--- src/hdl/wbss_pkg.sv ---
// ----------------------------------------------------------------------------
// wbss_pkg: shared definitions for the wildcard byte signature scanner
// Operation codes, result codes, register indexes, field widths and the
// per-beat command strobes passed between the scanner modules.
// ----------------------------------------------------------------------------
package wbss_pkg;

    localparam int MAX_PATTERN_DEF = 64;
    localparam int ADDR_W          = 64;
    localparam int COUNT_W         = 5;
    localparam int CFG_INDEX_W     = 2;
    localparam int CFG_DATA_W      = 8;
    localparam int S_TDATA_W       = 88;
    localparam int M_TDATA_W       = 72;

    localparam logic [COUNT_W-1:0] MATCH_LIMIT = 5'd16;

    localparam logic [1:0] OP_LOAD   = 2'd0;
    localparam logic [1:0] OP_SPAN   = 2'd1;
    localparam logic [1:0] OP_SCAN   = 2'd2;
    localparam logic [1:0] OP_FINISH = 2'd3;

    localparam logic [CFG_INDEX_W-1:0] REG_PATTERN_LENGTH = 2'd0;
    localparam logic [CFG_INDEX_W-1:0] REG_HOOK_ADD       = 2'd1;
    localparam logic [CFG_INDEX_W-1:0] REG_MAX_MATCHES    = 2'd2;

    localparam logic KIND_MATCH   = 1'b0;
    localparam logic KIND_OUTCOME = 1'b1;

    localparam logic [1:0] STATUS_NOT_FOUND = 2'd0;
    localparam logic [1:0] STATUS_UNIQUE    = 2'd1;
    localparam logic [1:0] STATUS_AMBIGUOUS = 2'd2;

    typedef struct packed {
        logic load;
        logic span;
        logic scan;
        logic finish;
    } cmd_t;

endpackage

--- src/hdl/wbss_pattern_table.sv ---
// ----------------------------------------------------------------------------
// wbss_pattern_table: signature storage
// Holds the expected byte and the wildcard flag of every pattern position.
// All positions are presented in parallel to the window comparator.
// ----------------------------------------------------------------------------
module wbss_pattern_table
    import wbss_pkg::*;
#(
    parameter int MAX_PATTERN = MAX_PATTERN_DEF
) (
    input  logic       aclk,
    input  cmd_t       cmd,
    input  logic [5:0] pattern_index,
    input  logic [7:0] pattern_value,
    input  logic       pattern_wildcard,
    output logic [7:0] pat_value [MAX_PATTERN],
    output logic       pat_any   [MAX_PATTERN]
);

    logic [7:0] value_reg [MAX_PATTERN];
    logic       any_reg   [MAX_PATTERN];

    for (genvar k = 0; k < MAX_PATTERN; k++) begin : g_entry
        always_ff @(posedge aclk) begin
            if (cmd.load && (32'(pattern_index) == k)) begin
                value_reg[k] <= pattern_value;
                any_reg[k]   <= pattern_wildcard;
            end
        end
        assign pat_value[k] = value_reg[k];
        assign pat_any[k]   = any_reg[k];
    end

endmodule

--- src/hdl/wbss_window.sv ---
// ----------------------------------------------------------------------------
// wbss_window: sliding byte window and parallel compare
// Shifts each scanned byte into the window, tracks how many bytes the
// current span holds, and compares every pattern position in one pass.
// ----------------------------------------------------------------------------
module wbss_window
    import wbss_pkg::*;
#(
    parameter int MAX_PATTERN = MAX_PATTERN_DEF
) (
    input  logic                               aclk,
    input  logic                               aresetn,
    input  cmd_t                               cmd,
    input  logic [7:0]                         data_byte,
    input  logic [$clog2(MAX_PATTERN+1)-1:0]   used_len,
    input  logic [7:0]                         pat_value [MAX_PATTERN],
    input  logic                               pat_any   [MAX_PATTERN],
    output logic                               hit
);

    localparam int LEN_W = $clog2(MAX_PATTERN + 1);

    logic [7:0]               win_reg  [MAX_PATTERN];
    logic [7:0]               win_next [MAX_PATTERN];
    logic [LEN_W-1:0]         fill_reg;
    logic [LEN_W-1:0]         fill_next;
    logic [LEN_W-1:0]         fill_inc;
    logic [LEN_W-1:0]         shamt;
    logic [MAX_PATTERN*8-1:0] rev_flat;
    logic [MAX_PATTERN*8-1:0] aligned_flat;
    logic [MAX_PATTERN-1:0]   pos_ok;

    always_comb begin
        win_next[0] = data_byte;
        for (int k = 1; k < MAX_PATTERN; k++) begin
            win_next[k] = win_reg[k-1];
        end
    end

    // The oldest byte goes to the lowest lane so that a right shift by the
    // unused depth lines up the window with pattern position zero.
    always_comb begin
        for (int k = 0; k < MAX_PATTERN; k++) begin
            rev_flat[k*8 +: 8] = win_next[MAX_PATTERN-1-k];
        end
    end

    assign shamt        = LEN_W'(MAX_PATTERN) - used_len;
    assign aligned_flat = rev_flat >> {shamt, 3'b000};

    always_comb begin
        for (int i = 0; i < MAX_PATTERN; i++) begin
            pos_ok[i] = (LEN_W'(i) >= used_len) || pat_any[i] ||
                        (aligned_flat[i*8 +: 8] == pat_value[i]);
        end
    end

    assign fill_inc = (fill_reg == LEN_W'(MAX_PATTERN)) ? fill_reg : fill_reg + 1'b1;

    always_comb begin
        priority if (cmd.span || cmd.finish) begin
            fill_next = '0;
        end else if (cmd.scan) begin
            fill_next = fill_inc;
        end else begin
            fill_next = fill_reg;
        end
    end

    assign hit = cmd.scan && (used_len != '0) && (fill_inc >= used_len) && (&pos_ok);

    always_ff @(posedge aclk) begin
        if (!aresetn) begin
            fill_reg <= '0;
        end else begin
            fill_reg <= fill_next;
        end
    end

    always_ff @(posedge aclk) begin
        if (cmd.scan) begin
            for (int k = 0; k < MAX_PATTERN; k++) begin
                win_reg[k] <= win_next[k];
            end
        end
    end

endmodule

--- src/hdl/wbss_outcome.sv ---
// ----------------------------------------------------------------------------
// wbss_outcome: match counting and result register
// Counts matches up to the limit, keeps the first match address, and
// holds the next result beat until the downstream side takes it.
// ----------------------------------------------------------------------------
module wbss_outcome
    import wbss_pkg::*;
#(
    parameter int MAX_PATTERN = MAX_PATTERN_DEF
) (
    input  logic                             aclk,
    input  logic                             aresetn,
    input  cmd_t                             cmd,
    input  logic                             hit,
    input  logic [ADDR_W-1:0]                byte_address,
    input  logic [$clog2(MAX_PATTERN+1)-1:0] used_len,
    input  logic [7:0]                       hook_add,
    input  logic [COUNT_W-1:0]               used_limit,
    input  logic                             res_ready,
    output logic                             res_valid,
    output logic                             res_kind,
    output logic [ADDR_W-1:0]                res_address,
    output logic [1:0]                       res_status,
    output logic [COUNT_W-1:0]               res_count
);

    logic [COUNT_W-1:0] found_count_reg, found_count_next;
    logic [ADDR_W-1:0]  first_addr_reg, first_addr_next;
    logic [ADDR_W-1:0]  start_addr;
    logic               emit;
    logic               kind_next;
    logic [ADDR_W-1:0]  address_next;
    logic [1:0]         status_next;
    logic [COUNT_W-1:0] count_next;
    logic               valid_reg;
    logic               kind_reg;
    logic [ADDR_W-1:0]  address_reg;
    logic [1:0]         status_reg;
    logic [COUNT_W-1:0] count_reg;

    assign start_addr = byte_address - ADDR_W'(used_len) + 64'd1;

    always_comb begin
        found_count_next = found_count_reg;
        first_addr_next  = first_addr_reg;
        emit             = 1'b0;
        kind_next        = KIND_MATCH;
        address_next     = '0;
        status_next      = STATUS_NOT_FOUND;
        count_next       = found_count_reg;
        priority if (cmd.finish) begin
            emit             = 1'b1;
            kind_next        = KIND_OUTCOME;
            found_count_next = '0;
            first_addr_next  = '0;
            priority if (found_count_reg == '0) begin
                status_next = STATUS_NOT_FOUND;
            end else if (found_count_reg == 5'd1) begin
                status_next  = STATUS_UNIQUE;
                address_next = first_addr_reg + ADDR_W'(hook_add);
            end else begin
                status_next = STATUS_AMBIGUOUS;
            end
        end else if (hit && (found_count_reg < used_limit)) begin
            emit             = 1'b1;
            found_count_next = found_count_reg + 1'b1;
            if (found_count_reg == '0) begin
                first_addr_next = start_addr;
            end
            address_next = start_addr;
            count_next   = found_count_next;
        end
    end

    always_ff @(posedge aclk) begin
        if (!aresetn) begin
            found_count_reg <= '0;
            first_addr_reg  <= '0;
            valid_reg       <= 1'b0;
        end else begin
            found_count_reg <= found_count_next;
            first_addr_reg  <= first_addr_next;
            if (emit) begin
                valid_reg <= 1'b1;
            end else if (res_ready) begin
                valid_reg <= 1'b0;
            end
        end
    end

    always_ff @(posedge aclk) begin
        if (emit) begin
            kind_reg    <= kind_next;
            address_reg <= address_next;
            status_reg  <= status_next;
            count_reg   <= count_next;
        end
    end

    assign res_valid   = valid_reg;
    assign res_kind    = kind_reg;
    assign res_address = address_reg;
    assign res_status  = status_reg;
    assign res_count   = count_reg;

    a_count_bounded: assert property (@(posedge aclk) disable iff (!aresetn)
        found_count_reg <= MATCH_LIMIT)
        else $error("match count above the hard limit");

    a_finish_clears: assert property (@(posedge aclk) disable iff (!aresetn)
        cmd.finish |=> (found_count_reg == '0) && (first_addr_reg == '0))
        else $error("scan state not cleared after finish");

    a_report_counted: assert property (@(posedge aclk) disable iff (!aresetn)
        (valid_reg && (kind_reg == KIND_MATCH)) |-> (count_reg != '0))
        else $error("match report with zero count");

    a_unique_single: assert property (@(posedge aclk) disable iff (!aresetn)
        (valid_reg && (kind_reg == KIND_OUTCOME) && (status_reg == STATUS_UNIQUE))
            |-> (count_reg == 5'd1))
        else $error("unique outcome without exactly one match");

endmodule

--- src/hdl/wildcard_byte_signature_scanner.sv ---
// ----------------------------------------------------------------------------
// wildcard_byte_signature_scanner: wildcard byte signature scanner
// A result beat is registered and appears in the cycle after its input beat is accepted.
// Throughput: one input beat per cycle while no result beat waits; all pattern positions compare in one pass.
// A result beat that waits holds s_tready low until m_tready takes it.
// Reset clears the window fill, match count, first address, output valid and
// the registers to length 1, hook offset 0, limit 16; the pattern is not cleared.
// ----------------------------------------------------------------------------
module wildcard_byte_signature_scanner
    import wbss_pkg::*;
#(
    parameter int MAX_PATTERN = MAX_PATTERN_DEF
) (
    input  logic                   aclk,
    input  logic                   aresetn,
    input  logic                   cfg_wr_en,
    input  logic [CFG_INDEX_W-1:0] cfg_index,
    input  logic [CFG_DATA_W-1:0]  cfg_wdata,
    input  logic                   s_tvalid,
    output logic                   s_tready,
    // pattern_index[5:0], pattern_value[13:6], pattern_wildcard[14],
    // data_byte[22:15], byte_address[86:23], zero pad[87]
    input  logic [S_TDATA_W-1:0]   s_tdata,
    // operation[1:0]
    input  logic [1:0]             s_tuser,
    output logic                   m_tvalid,
    input  logic                   m_tready,
    // address[63:0], status[65:64], match_count[70:66], zero pad[71]
    output logic [M_TDATA_W-1:0]   m_tdata,
    // result_kind[0]
    output logic                   m_tuser
);

    localparam int LEN_W = $clog2(MAX_PATTERN + 1);

    logic [6:0]         length_reg;
    logic [7:0]         hook_reg;
    logic [4:0]         max_matches_reg;
    logic [LEN_W-1:0]   used_len;
    logic [COUNT_W-1:0] used_limit;
    logic               accept;
    cmd_t               cmd;
    logic [7:0]         pat_value [MAX_PATTERN];
    logic               pat_any   [MAX_PATTERN];
    logic               hit;
    logic               res_kind;
    logic [ADDR_W-1:0]  res_address;
    logic [1:0]         res_status;
    logic [COUNT_W-1:0] res_count;

    always_ff @(posedge aclk) begin
        if (!aresetn) begin
            length_reg      <= 7'd1;
            hook_reg        <= 8'd0;
            max_matches_reg <= MATCH_LIMIT;
        end else if (cfg_wr_en) begin
            unique case (cfg_index)
                REG_PATTERN_LENGTH: length_reg      <= cfg_wdata[6:0];
                REG_HOOK_ADD:       hook_reg        <= cfg_wdata;
                REG_MAX_MATCHES:    max_matches_reg <= cfg_wdata[4:0];
                default: ;
            endcase
        end
    end

    always_comb begin
        if (32'(length_reg) > MAX_PATTERN) begin
            used_len = LEN_W'(MAX_PATTERN);
        end else begin
            used_len = LEN_W'(length_reg);
        end
    end

    always_comb begin
        priority if (max_matches_reg == '0) begin
            used_limit = 5'd1;
        end else if (max_matches_reg > MATCH_LIMIT) begin
            used_limit = MATCH_LIMIT;
        end else begin
            used_limit = max_matches_reg;
        end
    end

    assign s_tready = !m_tvalid || m_tready;
    assign accept   = s_tvalid && s_tready;

    assign cmd.load   = accept && (s_tuser == OP_LOAD);
    assign cmd.span   = accept && (s_tuser == OP_SPAN);
    assign cmd.scan   = accept && (s_tuser == OP_SCAN);
    assign cmd.finish = accept && (s_tuser == OP_FINISH);

    wbss_pattern_table #(
        .MAX_PATTERN (MAX_PATTERN)
    ) u_pattern (
        .aclk             (aclk),
        .cmd              (cmd),
        .pattern_index    (s_tdata[5:0]),
        .pattern_value    (s_tdata[13:6]),
        .pattern_wildcard (s_tdata[14]),
        .pat_value        (pat_value),
        .pat_any          (pat_any)
    );

    wbss_window #(
        .MAX_PATTERN (MAX_PATTERN)
    ) u_window (
        .aclk      (aclk),
        .aresetn   (aresetn),
        .cmd       (cmd),
        .data_byte (s_tdata[22:15]),
        .used_len  (used_len),
        .pat_value (pat_value),
        .pat_any   (pat_any),
        .hit       (hit)
    );

    wbss_outcome #(
        .MAX_PATTERN (MAX_PATTERN)
    ) u_outcome (
        .aclk         (aclk),
        .aresetn      (aresetn),
        .cmd          (cmd),
        .hit          (hit),
        .byte_address (s_tdata[86:23]),
        .used_len     (used_len),
        .hook_add     (hook_reg),
        .used_limit   (used_limit),
        .res_ready    (m_tready),
        .res_valid    (m_tvalid),
        .res_kind     (res_kind),
        .res_address  (res_address),
        .res_status   (res_status),
        .res_count    (res_count)
    );

    assign m_tdata = {1'b0, res_count, res_status, res_address};
    assign m_tuser = res_kind;

endmodule

--- config.mk ---
export PLATFORM = sky130hd
export DESIGN_NAME = wildcard_byte_signature_scanner
export DESIGN_NICKNAME = d
export VERILOG_FILES = /design/src/hdl/wbss_pkg.sv /design/src/hdl/wbss_pattern_table.sv /design/src/hdl/wbss_window.sv /design/src/hdl/wbss_outcome.sv /design/src/hdl/wildcard_byte_signature_scanner.sv
export SDC_FILE = /design/constraint.sdc
export NUM_CORES = 2
export LEC_CHECK = 0
export BUFFER_PORTS_ARGS = -buffer_cell sky130_fd_sc_hd__buf_4
export CORE_MARGIN = 3
export CORE_UTILIZATION = 30
export CTS_CLUSTER_SIZE = 24
export DETAILED_ROUTE_END_ITERATION = 6
export PLACE_DENSITY = 0.43
export SLEW_MARGIN = 20
export SYNTH_ARGS = -nofsm -noshare
export SYNTH_HDL_FRONTEND = slang
export SYNTH_HIERARCHICAL = 1
export SYNTH_SLANG_ARGS = --single-unit
--- constraint.sdc ---
create_clock -name aclk -period 73.6 [get_ports aclk]
set_input_delay 7.36 -clock aclk [delete_from_list [all_inputs] [get_ports aclk]]
set_output_delay 7.36 -clock aclk [all_outputs]
set_load 0.02 [all_outputs]
* Word-level counts from Yosys, hierarchy flattened
Memories as Yosys holds them, arrays and structs flattened. Cells that the tools add are included.
Word-level totals: register bits after elaboration 169, RAM bits 1088, bits of input ports 105, output and inout bits 75, logic and storage cells 1094, memories kept 3
Memories:
- u_pattern.value_reg | depth 64, width 8, read ports 64, clocked after Yosys merged registers in 0, write ports 1, RTL line wbss_pattern_table.sv:20 | logic [7:0] value_reg [MAX_PATTERN];
- u_window.win_reg | depth 64, width 8, read ports 63, clocked after Yosys merged registers in 0, write ports 64, RTL line wbss_window.sv:23 | logic [7:0] win_reg [MAX_PATTERN];
- u_pattern.any_reg | depth 64, width 1, read ports 64, clocked after Yosys merged registers in 0, write ports 1, RTL line wbss_pattern_table.sv:21 | logic any_reg [MAX_PATTERN];
Operators by class: add/sub/neg operators 6, order comparisons 68, eq/ne operators 134, shift-type cells 1, mux-type cells 524, bitwise logic cells 2, reduce and logical (&&, ||, !) cells 345
Operators by type and width (count):
- $mux 6 | 126
- $eq 8x8->1 | 64
- $shr 512x10->512 | 1
- $mux 8 | 63
- $reduce_or 8->1 | 63
- $mux 1 | 324
- $mux 64 | 4
- $ge 6x7->1 const A | 32
- $eq 6x6->1 const B | 32
- $logic_or 1x1->1 | 130
- $ge 5x7->1 const A | 16
- $eq 6x5->1 const B | 16
- $logic_and 1x1->1 | 73
- $add 64x1->64 const B | 1
- $add 64x8->64 | 1
- $reduce_and 64->1 | 1
- $sub 64x7->64 | 1
- $reduce_or 1->1 | 63
- $ge 4x7->1 const A | 8
- $eq 6x4->1 const B | 8
- $ge 3x7->1 const A | 4
- $eq 6x3->1 const B | 4
- $mux 5 | 4
- $ge 1x7->1 const A | 2
- 25 further kinds | 39

* Longest topological paths before layout
depth in word-level cells 71, gate-level depth with buffers 40, mapped depth without buffers 23

* Hierarchy
Netlist, hierarchy kept.
By module, submodules not included:
- wbss_window | instances 1, cells an instance 6332, area each 62272.2 um2, sequential area each 15274.6 um2
- wbss_pattern_table | instances 1, cells an instance 669, area each 17770.8 um2, sequential area each 17296.6 um2
- wbss_outcome | instances 1, cells an instance 1330, area each 10787.8 um2, sequential area each 3563.4 um2
- wildcard_byte_signature_scanner | instances 1, cells an instance 100, area each 925.9 um2, sequential area each 400.4 um2

* Worst setup path before layout
No wires, ideal clock.
path kind input port to flip-flop, start input m_tready, end register u_outcome.address_reg[0] (netlist: u_outcome/res_address[0]), enable pin, setup time 0.400 ns, data arrival time 58.469 ns, data required time 73.200 ns, path slack 14.732 ns, cell stages on the path 13, path buffers 2, path through nor2b_1 -> nor4bb_1 -> clkbuf_1 -> o311ai_0 -> a21oi_1 -> nand3_1 -> nor4bb_1 -> nand4_1 -> nor3_1 -> and4_1 -> and3b_1 -> buf_2 -> or2_2
RTL lines:
- from (decl) | RTL line wildcard_byte_signature_scanner.sv:27 | input logic m_tready,
- to (signal assigned) | RTL line wbss_outcome.sv:94 | address_reg <= address_next;
- to (decl) | RTL line wbss_outcome.sv:37 | logic [ADDR_W-1:0] address_reg;

* Final worst setup path
start input m_tready, end output s_tready
On the way: longest elaborated chain between the ends 1
RTL lines:
- $logic_or 1x1->1 | RTL line wildcard_byte_signature_scanner.sv:84 | assign s_tready = !m_tvalid || m_tready;
- to (decl) | RTL line wildcard_byte_signature_scanner.sv:20 | output logic s_tready,
No other way between the ends.

==> metrics.md <==
| Metric | Value |
|---|---|
| Status | `finished, violations left` |
| Failing checks | `design-rule violations` |
| Top cell family by delay on the critical path | `simple AND/OR/NAND/NOR gates` |
| Drt total wl | `554000 um` |
| First-pass GRT wire length | `731000 um` |
| Area grow syn2layout | `13.4%` |
| Rel. slew slack | `6.63%` |
| Num CTS Buffers | `171` |
| Die footprint | `313000 sq um` |
| Most common cell after layout, fill and taps aside | `edfxtp_1` |
| Height of the die | `559 um` |
| Gr ovfl total | `0` |
| CP Launch Type | `input pin` |
| # port buffers | `177` |
| Vias in the first global route | `78700` |
| Skew final | `0.0863 ns` |
| Final nets | `8661` |
| EDFF count, synth | `1152` |
| Initial cell density of the core | `30.2%` |
| Flop-to-flop setup slack | `61.93 ns` |
| I/O Pins | `180` |
| CP Class | `input pin to primary output` |
| Crit path capture type | `primary output` |
| Library cells used by synthesis | `125` |
| Placer Congestion | `1.03` |
| Post-Syn Area per Cell | `10.9 sq um` |
| WP data arrival | `8.09 ns` |
| Post-synthesis sequential area ratio | `39.8%` |
| Pre-Repair DR Iteration Count | `7` |
| Static leakage | `34.3 nW` |
| Crit path max-delay cell type | `nor2b_1` |
| Clk sinks | `1249` |
| Hold Fails Final Rpt | `0` |
| Finish-stage setup viols | `0` |
| DP Wirelength | `408000 um` |
| CTS H-tree lvls | `4` |
| Cells after Synth | `8431` |
| Worst skew pair latency | `0.92 ns` |
| Total track usage | `33.9%` |
| Area of the multi-input gates | `51500 sq um` |
| VDD IR max | `0.0175 mV` |
| Root buffer cell | `clkbuf_16` |
| Worst Hold Class | `flip-flop to flip-flop` |
| CTS Buffer Depth | `4` |
| Worst path most repeated cell | `buf_4` |
| RSZ-0062 raised after global routing | `false` |
| Post-route DRC violation count | `12` |
| Slowest stage delay, CP | `0.38 ns` |
| Pwr Total | `2.52 mW` |
| WL/cell | `43.6 um` |
| # fillers | `30400` |
| Vias/cell | `6.77` |
| Hold Buf Count CTS | `0` |
| Post-cts resize count | `0` |
| Crit-path cells | `buf_4 > nor2b_1 > inv_1 > buf_4` |
| Critical path required time | `66.24 ns` |
| Pwr/cell area | `24.2 nW/um^2` |
| Num rows | `202` |
| Area of the mapped netlist | `91800 sq um` |
| Synth Register Bits | `1249` |
| Clock slew at reported path FFs | `0.06 ns` |
| Setup TNS | `0 ns` |
| Max capacitance violation total | `0` |
| Finished Core Util | `34.3%` |
| Register area | `36500 sq um` |
| Total core area | `304000 sq um` |
| Ys Warns | `6` |
| CTS tree | `done` |
| Actual slew at the worst max-slew pin | `1.40 ns` |
| Max Fclk | `64.7 MHz` |
| Hold slack | `0.462 ns` |
| Routed Antenna Nets | `0` |
| Final Max Slew Viols | `0` |
| DR iter-0 viols | `14100` |
| Post-CTS Setup Bufs | `0` |
| Ys async rst share | `0%` |
| Initial antenna violation count | `73` |
| Post-Syn Nets | `8633` |
| Ys flop type | `edfxtp_1` |
| Die Wd | `559 um` |
| Most frequent cells in the layout | `edfxtp_1, mux4_2, buf_4, nand2_1, nor2_1` |
| Fin crit share | `21.0%` |
| Largest net degree at the start of global routing | `114` |
| Share of layout cells above drive strength 1 | `20.0%` |
| Max reg flops | `512` |
| CP max FO | `5` |
| Vias | `86000` |
| Crit path time final | `15.45 ns` |
| CP bufs+invs | `3` |
[worst reg2reg max path, stage by stage, from the launching register on]
cell and delay (ns):
dfxtp_2 0.34, buf_4 0.43, nor2_4 0.11, inv_4 0.41
ha_4 0.37, xnor2_4 0.14, buf_4 0.35, buf_4 0.51
buf_4 0.53, buf_12 0.38, buf_4 0.96, buf_4 0.60
mux4_2 0.79, a221oi_1 0.93, o22ai_1 0.23, xor2_1 0.21
nor4_1 0.50, a221oi_1 0.29, a2111oi_0 0.42, nand4_1 0.26
nor3_1 0.35, and4_1 0.47, and3b_1 0.52, or2_4 0.45
buf_4 0.60
[per-stage QoR]
stage	area [sq um]	instances	setup WS, ns
after floorplan	91800	8431	14.73
after global placement	98200	12400	58.17
after detailed placement	98300	12400	58.13
after CTS	104000	12700	58.14
after global routing	104000	12700	58.08
final	104000	12700	58.15
[cell families (layout without fill, tap and decap cells)]
group                      Yosys count  count (layout)  synth area share [%]
other                                1              40               0.00409
xor gates and xnor gates           421             421                  4.06
muxes                             1080            1080                  19.2
DFF                               1249            1249                  39.8
adders and majority gates           97              97                  1.34
buffers and inverters              952            1111                  4.84
and+or+nand+nor                   2117            2117                  11.7
AOI/OAI and AO/OA                 2514            2514                  19.0
[final timing paths]
path,to,start,cells past startpoint
worst max-delay path,s_tready,m_tready,4
worst min-delay path,u_outcome/first_addr_reg[4]$_SDFFE_PP0P_,u_outcome/first_addr_reg[4]$_SDFFE_PP0P_,2
worst max register to register,u_outcome/res_address[16]$_DFFE_PP_,length_reg[6]$_SDFFE_PN0P_,24
worst min register to register,u_outcome/first_addr_reg[4]$_SDFFE_PP0P_,u_outcome/first_addr_reg[4]$_SDFFE_PP0P_,2
[power breakdown]
part,internal [mW],switching (mW)
clock network,0.498,0.355
logic,0.239,0.632
registers,0.783,0.0102
total,1.52,0.997
[Yosys cell counts, types with 32 or more instances]
library cell     n  area, sq um
o221ai_1        80          701
nand4_1        230         1440
a22oi_1        126          946
clkbuf_1       243          912
nand2_1        518         1940
mux4_2         527        11900
inv_1          255          957
o21ai_0        442         2210
a221oi_1        61          534
a21oi_1        454         2270
ha_1            95         1190
edfxtp_1      1152        34600
a31oi_1         83          519
xnor2_1        216         1890
nor3_1         145          726
or3_1           35          219
nor2_1         513         1930
buf_4           67          503
a211oi_1        76          571
o31ai_1         62          465
xor2_1         202         1770
dfxtp_1         97         1940
buf_2          265         1330
and3_1          39          244
nor3b_1         38          285
nand2b_1        45          282
nor4b_1         36          315
o211ai_1       236         1770
nand3_1        227         1140
nand3b_1        32          240
a21o_1          55          413
mux2i_1        371         3710
o2111ai_1       59          517
nor4_1          54          338
a222oi_1        39          390
a221o_1         32          320
a22o_1          69          604
o22ai_1        194         1210
nor2b_1         38          238
o21a_1          41          308
buf_1           82          308
mux2_2         182         2050
o32ai_1         49          429
[metal layers]
metal	global-route usage, %	routed length, um	vias up
met4	26.4	52300	36
met1	42.2	208000	44100
met3	12.2	68000	1547
met5	0	250	-
met2	47.5	225000	6216
li1	-	-	34100
[final cells by class]
class	count	share of cell area, %
sequential	1249	35.1
multi-input combinational	6230	49.6
clock inverter	102	0.957
antenna	39	0.0938
tap	4080	4.91
inverter	259	0.937
clock buffer	202	4.32
timing repair buffer	548	4.11
(Power assumes the default switching activity.)
